[config.mk]
export PLATFORM = sky130hd
export DESIGN_NAME = ism_ctrl
export DESIGN_NICKNAME = d
export VERILOG_FILES = /design/src/hw/rtl/ism_pkg.sv /design/src/hw/rtl/ism_ctrl.sv
export SDC_FILE = /design/constraint.sdc
export NUM_CORES = 1
export LEC_CHECK = 0
export ABC_AREA = 1
export BUFFER_PORTS_ARGS = -buffer_cell sky130_fd_sc_hd__buf_2
export CAP_MARGIN = 5
export CELL_PAD_IN_SITES_DETAIL_PLACEMENT = 1
export CELL_PAD_IN_SITES_GLOBAL_PLACEMENT = 2
export CORE_MARGIN = 5
export CORE_UTILIZATION = 17
export CTS_CLUSTER_SIZE = 8
export DETAILED_ROUTE_END_ITERATION = 8
export PLACE_DENSITY_LB_ADDON = 0.2
export SYNTH_ARGS = -nofsm -noshare
export SYNTH_HDL_FRONTEND = slang
export SYNTH_SLANG_ARGS = --single-unit
export TNS_END_PERCENT = 30
[constraint.sdc]
create_clock -name i_clk -period 0.9 [get_ports i_clk]
set_input_delay 0.135 -clock i_clk [delete_from_list [all_inputs] [get_ports i_clk]]
set_output_delay 0.135 -clock i_clk [all_outputs]
set_load 0.01 [all_outputs]
[src/hw/rtl/ism_pkg.sv]
package ism_pkg;

    typedef enum logic [5:0] {
        OP_NOP = 6'd0, OP_HALT = 6'd1, OP_PUSH = 6'd2, OP_POP = 6'd3, OP_DUP = 6'd4,
        OP_JMP = 6'd5, OP_JMP_IF = 6'd6, OP_EQ = 6'd7, OP_NEQ = 6'd8, OP_LT = 6'd9,
        OP_GT = 6'd10, OP_LE = 6'd11, OP_GE = 6'd12, OP_MOV_REG = 6'd13,
        OP_LOAD_REG = 6'd14, OP_ADD = 6'd15, OP_SUB = 6'd16, OP_MUL = 6'd17,
        OP_DIV = 6'd18, OP_INC = 6'd19, OP_MOD = 6'd20, OP_POW = 6'd21, OP_ABS = 6'd22,
        OP_MIN = 6'd23, OP_MAX = 6'd24, OP_AND = 6'd25, OP_OR = 6'd26, OP_XOR = 6'd27,
        OP_NOT = 6'd28, OP_SHL = 6'd29, OP_SHR = 6'd30, OP_CALL = 6'd31, OP_RET = 6'd32
    } t_op;

    typedef enum logic [2:0] {
        ERR_NONE = 3'd0, ERR_UNDERFLOW = 3'd1, ERR_OVERFLOW = 3'd2,
        ERR_DIV_ZERO = 3'd3, ERR_MOD_ZERO = 3'd4, ERR_RET_OVERFLOW = 3'd5
    } t_err;

    typedef enum logic [1:0] {I_MUL, I_DIV, I_MOD, I_POW} t_iop;

    typedef enum logic [1:0] {U_IDLE, U_MUL, U_DIV, U_DONE} t_ustate;

    typedef enum logic [2:0] {S_IDLE, S_READ, S_EVAL, S_ITER, S_FIN} t_state;

    typedef struct packed {
        logic latch;
        logic start;
        logic commit;
    } t_cmd;

    typedef struct packed {
        logic iter;
        logic done;
        logic out_free;
    } t_status;

    function automatic logic [63:0] mag64(input logic [63:0] v);
        mag64 = v[63] ? (64'd0 - v) : v;
    endfunction

endpackage

[src/hw/rtl/ism_ctrl.sv]
module ism_ctrl import ism_pkg::*; (
    input  logic    i_clk,
    input  logic    i_rst_n,
    input  logic    i_in_valid,
    output logic    o_in_ready,
    input  t_status i_status,
    output t_cmd    o_cmd
);
    t_state r_state, n_state;

    always_ff @(posedge i_clk) begin
        if (!i_rst_n) begin
            r_state <= S_IDLE;
        end else begin
            r_state <= n_state;
        end
    end

    always_comb begin
        n_state = r_state;
        o_cmd   = '0;
        o_in_ready = 1'b0;
        case (r_state)
            S_IDLE: begin
                o_in_ready = 1'b1;
                if (i_in_valid) begin
                    o_cmd.latch = 1'b1;
                    n_state = S_READ;
                end
            end
            // memories answer in the cycle after the address settles
            S_READ: n_state = S_EVAL;
            S_EVAL: begin
                if (i_status.iter) begin
                    o_cmd.start = 1'b1;
                    n_state = S_ITER;
                end else if (i_status.out_free) begin
                    o_cmd.commit = 1'b1;
                    n_state = S_IDLE;
                end
            end
            S_ITER: begin
                if (i_status.done) n_state = S_FIN;
            end
            S_FIN: begin
                if (i_status.out_free) begin
                    o_cmd.commit = 1'b1;
                    n_state = S_IDLE;
                end
            end
            default: n_state = S_IDLE;
        endcase
    end
endmodule

==> impl_metrics.json, run 1 <==
{
  "grt_max_degree": 6,
  "yosysWarnings": 0,
  "arrival_ps": 1060,
  "grt-ovfl-total": 0,
  "finalCritPeriodShare": 1.33,
  "antenna_cells": 0,
  "die_w_um": 46.9,
  "coreArea_um2": 1300,
  "clock_skew_ps": 1.59,
  "cellPowerDensity_nw_per_um2": 2560,
  "gp_congestion": 0.699,
  "muxShareOfSynthArea": 0,
  "relSlewSlack": 0.905,
  "drive_gt1_frac": 0.518,
  "setup_viol": 7,
  "vias": 282,
  "worst_ep_required_time_ps": 760,
  "port_buffers": 9,
  "synthAdderAreaFrac": 0,
  "fp.dieArea_um2": 2200,
  "synth_xor_area_frac": 0,
  "largest_register_ff_count": 3,
  "clock_latency_ps": 230,
  "h-tree-depth": 1,
  "fp-row-count": 13,
  "routed_wire_length_per_instance_um": 9.51,
  "nFillCells": 184,
  "tritoncts": "done",
  "postCtsHoldBufs": 0,
  "synth_top_family_by_area": "simple AND/OR/NAND/NOR gates",
  "critical-path-slowest-cell": "dfxtp_2",
  "gr-usage-all-layers": 0.0850,
  "yosys.area_share.simple": 0.557,
  "wl_um": 675,
  "hold_viol": 0,
  "drv_slew": 0,
  "finalCriticalPeriod_ps": 1200,
  "rsz0062_at_grt": "true",
  "cts_root_buf": "clkbuf_4",
  "clk_pin_slew_ps": 40,
  "postRouteAntennaNets": 0,
  "synthesis.nets": 45,
  "antenna_found_initial": 0,
  "crit_path_max_fanout": 3,
  "place_hpwl_um": 596,
  "grt_pass1_wl_um": 1250,
  "cp_top_family": "flip-flops",
  "synth.avg_cell_area_um2": 5.94,
  "dr.pass1.iters": 1,
  "end_kind": "output port",
  "largestRegisters": "r_state: 3 flops",
  "crit_buf_inv": 1,
  "start_kind": "register",
  "ioPinCount": 10,
  "ys_seq_area_frac": 0.259,
  "num-nets-final": 63,
  "synth_seq_cells": 3,
  "numCtsBuffers": 3,
  "route.detailed.drc": 0,
  "cts_sinks": 3,
  "dp_cells": 66,
  "grt_pass1_vias": 329,
  "leakagePower_nw": 0.218,
  "status": "finished, violations left",
  "violations": "setup timing",
  "irDropWorstVdd_mv": 1.06,
  "die_y_um": 46.9,
  "yosysUniqueCellTypes": 13,
  "fin_setup_tns_ps": -1190,
  "final_util": 0.282,
  "fin_cells": 71,
  "synth-compound-area-share": 0.0216,
  "netlist_instances": 39,
  "netlist_area_um2": 231,
  "fmax_mhz": 835,
  "viasPerCell": 3.97,
  "largest-register": "r_state",
  "clk_path_buf_depth": 2,
  "crit_type": "reg -> out",
  "worstPathCellList": "nor2_2 -> nand2_1 -> a21oi_2 -> buf_2",
  "worstMarginPinSlew_ps": 142,
  "hold_path.class": "in -> reg",
  "critPathMaxStageDelay_ps": 330,
  "drv_cap": 0,
  "final_cell_mix": "nand2_1, inv_1, buf_2",
  "setup_slack_ps": -298,
  "drtIter0Drc": 0,
  "area_growth_syn_to_layout_pct": 58.4,
  "start_util": 0.178
}
[worst min-delay path, cell delays in order]
cell	delay [ps]
buf_2	100
nand2_1	50
inv_1	40
[Yosys cell counts (all sizes together)]
cell | n | area share
nand3b | 1 | 0.032
nand3 | 5 | 0.13
a21oi | 1 | 0.022
nor2 | 6 | 0.15
nand4 | 1 | 0.027
inv | 10 | 0.16
nand2 | 12 | 0.22
dfxtp | 3 | 0.26
[where the power goes]
part	internal, W	switching (W)
combinational	0.000219	0.000263
clock	0.000166	0.0000645
sequential	0.000183	0.0000444
[final timing paths]
| check | from | endpoint | slack (ps) | cells past startpoint |
|---|---|---|---|---|
| hold / removal | i_rst_n | r_state[1]$_SDFFE_PN0P_ | 130 | 3 |
| setup reg to reg | r_state[0]$_SDFFE_PN0P_ | r_state[0]$_SDFFE_PN0P_ | -80 | 7 |
| setup / recovery | r_state[0]$_SDFFE_PN0P_ | o_cmd[0] | -300 | 4 |
| hold reg to reg | r_state[2]$_SDFFE_PN0P_ | r_state[2]$_SDFFE_PN0P_ | 660 | 4 |
[repair_timing]
item                       4_1_cts  5_1_grt
pin swaps                        2        0
setup buffers                    1        0
resized for setup                3        2
setup endpoints to repair        7        7
[metrics by stage]
stage	hold WS, ps	instance area [µm²]	setup slack (ps)	power [W]
global placement	360	323	-77.1	0.000658
finish	129	367	-298	0.000940
CTS	129	362	-329	0.000957
detailed placement	369	323	-88.7	0.000669
global route	128	367	-379	0.00104
floorplan	233	236	-7.70	0.000491
[metal layers]
| metal | GRT usage | vias to the layer above | routed length, µm |
|---|---|---|---|
| met2 | 0.138 | 4 | 377 |
| met3 | 0.0383 | 2 | 31 |
| li1 | - | 150 | - |
| met1 | 0.0835 | 126 | 255 |
| met4 | 0.0663 | 0 | 10 |
| met5 | 0 | - | 0 |
[logic make-up (layout without fill, tap and decap cells)]
family | Yosys count | count (layout)
AOI/OAI and AO/OA | 1 | 1
buffers and inverters | 10 | 27
DFF | 3 | 3
and+or+nand+nor | 25 | 25
[layout make-up]
class                      count  area (µm²)  area share
inverter                      10        37.5       0.102
multi-input combinational     26         143       0.389
clock buffer                   4        26.3      0.0717
tap                           15        18.8      0.0512
timing repair buffer          13        75.1       0.205
sequential                     3        66.3       0.181
(Power assumes the default switching activity.)
==> inputs of run 2 (changes only) <==
--- a/config.mk
+++ b/config.mk
@@ -15,6 +15,7 @@
 export CTS_CLUSTER_SIZE = 8
 export DETAILED_ROUTE_END_ITERATION = 8
 export PLACE_DENSITY_LB_ADDON = 0.2
+export SETUP_SLACK_MARGIN = 0.4
 export SYNTH_ARGS = -nofsm -noshare
 export SYNTH_HDL_FRONTEND = slang
 export SYNTH_SLANG_ARGS = --single-unit
==> run 2 against run 1 <==
  * The run still ends with setup timing left
  * Cell area increased by 2.7%
  * Core utilization increased by 0.77 points
  * Sequential cell count unchanged
  * First-iteration DRC count unchanged
  * Critical path depth increased by 1
  * Worst hold slack got worse by 13 ps
==> impl_metrics.json, run 2 (synthesis results as in run 1) <==
{
  "postCtsHoldBufs": 0,
  "power_switching_share": 0.399,
  "largest_register_ff_count": 3,
  "clock_skew_ps": 1.73,
  "port_buffers": 9,
  "die_w_um": 46.9,
  "rsz0062_at_grt": "true",
  "finalCriticalPeriod_ps": 1200,
  "critPathMaxStageDelay_ps": 360,
  "hold_path.class": "in -> reg",
  "cts_sinks": 3,
  "irDropWorstVdd_mv": 0.658,
  "drive_gt1_frac": 0.509,
  "viasPerCell": 4.10,
  "setup_viol": 7,
  "worstPathCellList": "nand2_2 -> nor2_4 -> nand2_1 -> a21oi_2 -> buf_2",
  "nFillCells": 180,
  "power.total_w": 0.000979,
  "clock_latency_ps": 230,
  "crit_type": "reg -> out",
  "ioPinCount": 10,
  "arrival_ps": 1070,
  "worstMarginPinSlew_ps": 150,
  "final_util": 0.289,
  "internal_power_w": 0.000589,
  "tritoncts": "done",
  "h-tree-depth": 1,
  "dp_cells": 67,
  "finalCritPeriodShare": 1.34,
  "antenna_cells": 0,
  "fin_hold_ws_ps": 116,
  "clk_pin_slew_ps": 30,
  "coreArea_um2": 1300,
  "fp.dieArea_um2": 2200,
  "power_frac_seq": 0.239,
  "drtIter0Drc": 0,
  "hold_viol": 0,
  "violations": "setup timing",
  "final_area_um2": 377,
  "end_kind": "output port",
  "vias": 295,
  "critical-path-slowest-cell": "dfxtp_4",
  "route.detailed.drc": 0,
  "fmax_mhz": 831,
  "drv_cap": 0,
  "num-nets-final": 64,
  "largest-register": "r_state",
  "dr.pass1.iters": 1,
  "routed_wire_length_per_instance_um": 10.0,
  "die_y_um": 46.9,
  "layout_commonest_cell": "nand2_1",
  "grt_max_degree": 6,
  "start_kind": "register",
  "area_growth_syn_to_layout_pct": 62.7,
  "pwr-share-clk": 0.241,
  "antenna_found_initial": 0,
  "final_cell_mix": "nand2_1, inv_1, buf_2",
  "cts_root_buf": "clkbuf_4",
  "leakagePower_nw": 0.225,
  "drv_slew": 0,
  "status": "finished, violations left",
  "grt_pass1_vias": 317,
  "worst_ep_required_time_ps": 760,
  "p_comb_frac": 0.520,
  "postRouteAntennaNets": 0,
  "relSlewSlack": 0.899,
  "grt_pass1_wl_um": 1130,
  "fp-row-count": 13,
  "wl_um": 721,
  "numCtsBuffers": 3,
  "largestRegisters": "r_state: 3 flops",
  "gr-usage-all-layers": 0.0789,
  "crit_path_max_fanout": 3,
  "p_sw_w": 0.000391,
  "dpl_cell_area_um2": 334,
  "clk_path_buf_depth": 2,
  "start_util": 0.178,
  "grt-ovfl-total": 0,
  "gp_congestion": 0.775,
  "place_hpwl_um": 597,
  "setup_slack_ps": -303,
  "fin_cells": 72,
  "cellPowerDensity_nw_per_um2": 2600
}
run 2: cell types whose count changed in the layout (fill, tap and decap cells not counted), sizes merged:
cell	change
buf	+1
run 2: layout make-up:
class | count | area [µm²] | share of cell area
Clock buffer | 4 | 26.3 | 0.0698
Inverter | 10 | 37.5 | 0.0997
Sequential cell | 3 | 66.3 | 0.176
Multi-Input combinational cell | 26 | 145 | 0.385
Timing Repair Buffer | 14 | 82.6 | 0.219
Tap cell | 15 | 18.8 | 0.0498
run 2: per-stage QoR:
step	setup TNS, ps	setup slack, ps
finish	-1440	-303
global route	-1860	-374
CTS	-1550	-334
detailed placement	-382	-90.0
global placement	-312	-76.4
floorplan	-7.34	-7.34
run 2: timing repair:
action | CTS | global route
buffers inserted | 1 | 0
endpoints found under the setup margin | 7 | 7
pin swaps | 2 | 1
gates resized for setup | 3 | 0
run 2: power by group through the flow:
stage,Combinational (W),Clock [W],Sequential [W]
5_1_grt,0.000562,0.000258,0.000239
2_1_floorplan,0.000279,0,0.000225
6_report,0.000509,0.000236,0.000235
3_3_place_gp,0.000473,0,0.000226
3_5_place_dp,0.000486,0,0.000226
4_1_cts,0.000517,0.000252,0.000236
run 2: worst paths after layout:
kind / from / endpoint / slack [ps] / depth (start not counted)
max reg2reg: r_state[1]$_SDFFE_PN0P_ / r_state[0]$_SDFFE_PN0P_ / -140 / 6
min: i_rst_n / r_state[1]$_SDFFE_PN0P_ / 120 / 3
max: r_state[1]$_SDFFE_PN0P_ / o_cmd[0] / -300 / 5
min reg2reg: r_state[2]$_SDFFE_PN0P_ / r_state[2]$_SDFFE_PN0P_ / 640 / 4
run 2: routing by layer:
metal / global-route usage / part of all wire
met1: 0.0656 / 0.39
met4: 0.0994 / 0.019
met2: 0.141 / 0.56
met3: 0.0115 / 0.035
met5: 0 / 0
run 2: critical path: cells and delay by family, from the launching register on:
kind / cells / cell delay [ps]
flip-flops: 1 / 360
AND/OR/NAND/NOR: 3 / 240
buffers and inverters: 1 / 130
AO/OA/AOI/OAI: 1 / 100
==> inputs of run 3 (changes only) <==
--- a/config.mk
+++ b/config.mk
@@ -14,8 +14,9 @@
 export CORE_UTILIZATION = 17
 export CTS_CLUSTER_SIZE = 8
 export DETAILED_ROUTE_END_ITERATION = 8
-export PLACE_DENSITY_LB_ADDON = 0.2
+export PLACE_DENSITY_LB_ADDON = 0.1
 export SETUP_SLACK_MARGIN = 0.4
+export SKIP_CTS_REPAIR_TIMING = 1
 export SYNTH_ARGS = -nofsm -noshare
 export SYNTH_HDL_FRONTEND = slang
 export SYNTH_SLANG_ARGS = --single-unit
==> run 3 against run 2 <==
  * The flow still finishes with violations (setup timing)
  * Sequential cell count unchanged
  * Register-to-register slack got worse by 40 ps
  * Total power increased by 7.7%
  * Global-route usage decreased by 0.23 points
  * Fmax decreased by 2.1%
  * Final cell count increased by 2.8%
  * Count of clock-buffer cells in the layout unchanged
  * Core utilization increased by 2.3 points
  * Combinational power increased by 15%
  * Routed wire length decreased by 2.4%
  * Clock power about the same
  * Sequential power about the same
==> impl_metrics.json, run 3 (synthesis results as in run 1) <==
{
  "status": "finished, violations left",
  "violations": "setup timing",
  "wl_um": 704,
  "cts_sinks": 3,
  "finalCriticalPeriod_ps": 1230,
  "clk_pin_slew_ps": 30,
  "clock_skew_ps": 1.80,
  "place_hpwl_um": 573,
  "final_cell_mix": "inv_1, nand2_1, buf_2",
  "crit_buf_inv": 2,
  "end_kind": "output port",
  "postRouteAntennaNets": 0,
  "h-tree-depth": 1,
  "fin_cells": 74,
  "gp_congestion": 0.742,
  "clk_path_buf_depth": 2,
  "area_growth_syn_to_layout_pct": 75.7,
  "multi_input_area_um2": 148,
  "num-nets-final": 66,
  "die_y_um": 46.9,
  "irDropWorstVdd_mv": 0.694,
  "reg2reg_depth": 8,
  "vias": 303,
  "crit_path_max_fanout": 3,
  "largest_register_ff_count": 3,
  "ioPinCount": 10,
  "min_path_cells": 3,
  "worstPathCellList": "inv_2 -> nand2_2 -> nor2_4 -> nand2_1 -> a21oi_2 -> buf_2",
  "relSlewSlack": 0.907,
  "setup_viol": 7,
  "antenna_cells": 0,
  "drtIter0Drc": 1,
  "largestRegisters": "r_state: 3 flops",
  "grt-ovfl-total": 0,
  "port_buffers": 9,
  "routed_wire_length_per_instance_um": 9.51,
  "power.total_w": 0.00106,
  "setup_slack_ps": -329,
  "die_w_um": 46.9,
  "tritoncts": "done",
  "ff_latch_area_um2": 66.3,
  "nFillCells": 179,
  "critical-path-slowest-cell": "dfxtp_2",
  "finalCritPeriodShare": 1.37,
  "hold_path.class": "in -> reg",
  "clock_latency_ps": 230,
  "antenna_found_initial": 0,
  "fmax_mhz": 814,
  "cp_num_cells": 6,
  "crit_type": "reg -> out",
  "grt_pass1_vias": 284,
  "leakagePower_nw": 0.238,
  "worst_ep_required_time_ps": 760,
  "route.detailed.drc": 0,
  "grt_max_degree": 6,
  "dr.pass1.iters": 2,
  "start_kind": "register",
  "cts_root_buf": "clkbuf_4",
  "hold_viol": 0,
  "coreArea_um2": 1300,
  "viasPerCell": 4.09,
  "cp_top_family": "flip-flops",
  "worstMarginPinSlew_ps": 139,
  "arrival_ps": 1090,
  "drv_slew": 0,
  "final_area_um2": 407,
  "drive_gt1_frac": 0.542,
  "fp.dieArea_um2": 2200,
  "cellPowerDensity_nw_per_um2": 2590,
  "dpl_cell_area_um2": 347,
  "numCtsBuffers": 3,
  "fin_hold_ws_ps": 122,
  "grt_pass1_wl_um": 1100,
  "gr-usage-all-layers": 0.0766,
  "largest-register": "r_state",
  "rsz0062_at_grt": "true",
  "start_util": 0.178,
  "fp-row-count": 13,
  "dp_cells": 67,
  "critPathMaxStageDelay_ps": 310,
  "drv_cap": 0
}
## run 3: worst reg2reg max path, cell delays in order (launching register included)
cell and delay (ps):
dfxtp_2 340, nor2_4 140, buf_4 120, buf_4 90, nand3_2 80, nand2_1 80
inv_1 40, nand2_1 50, inv_1 30
## run 3: final cells by class
type,count,area share
multi-input cells,26,0.363
well taps,15,0.0462
repair buffers,16,0.271
flip-flops and latches,3,0.163
inverters,10,0.0923
clock buffers,4,0.0646
## run 3: stage by stage
| step | util | TNS [ps] | worst slack (ps) |
|---|---|---|---|
| final | 0.313 | -1430 | -329 |
| after detailed placement | 0.266 | -460 | -126 |
| after floorplan | - | -7.34 | -7.34 |
| after global routing | 0.313 | -1880 | -386 |
| after global placement | 0.266 | -331 | -86.6 |
| after CTS | 0.287 | -1510 | -354 |
## run 3: where the power goes
part	internal [W]	leakage (nW)	switching (W)
Combinational	0.000302	0.197	0.000282
Clock	0.000166	0.0150	0.0000669
Sequential	0.000183	0.0261	0.0000552
## run 3: path summary, 6_finish.rpt
path,from,slack (ps),end
worst max-delay path,r_state[2]$_SDFFE_PN0P_,-330,o_cmd[0]
worst min register to register,r_state[2]$_SDFFE_PN0P_,650,r_state[2]$_SDFFE_PN0P_
worst min-delay path,i_rst_n,120,r_state[1]$_SDFFE_PN0P_
worst max register to register,r_state[0]$_SDFFE_PN0P_,-180,r_state[0]$_SDFFE_PN0P_
## run 3: routing by layer
| layer | global-route usage | up-vias | part of all wire |
|---|---|---|---|
| met3 | 0.0115 | 2 | 0.036 |
| met1 | 0.0792 | 139 | 0.41 |
| met5 | 0 | - | 0 |
| li1 | - | 156 | - |
| met4 | 0.0994 | 0 | 0.024 |
| met2 | 0.117 | 6 | 0.53 |
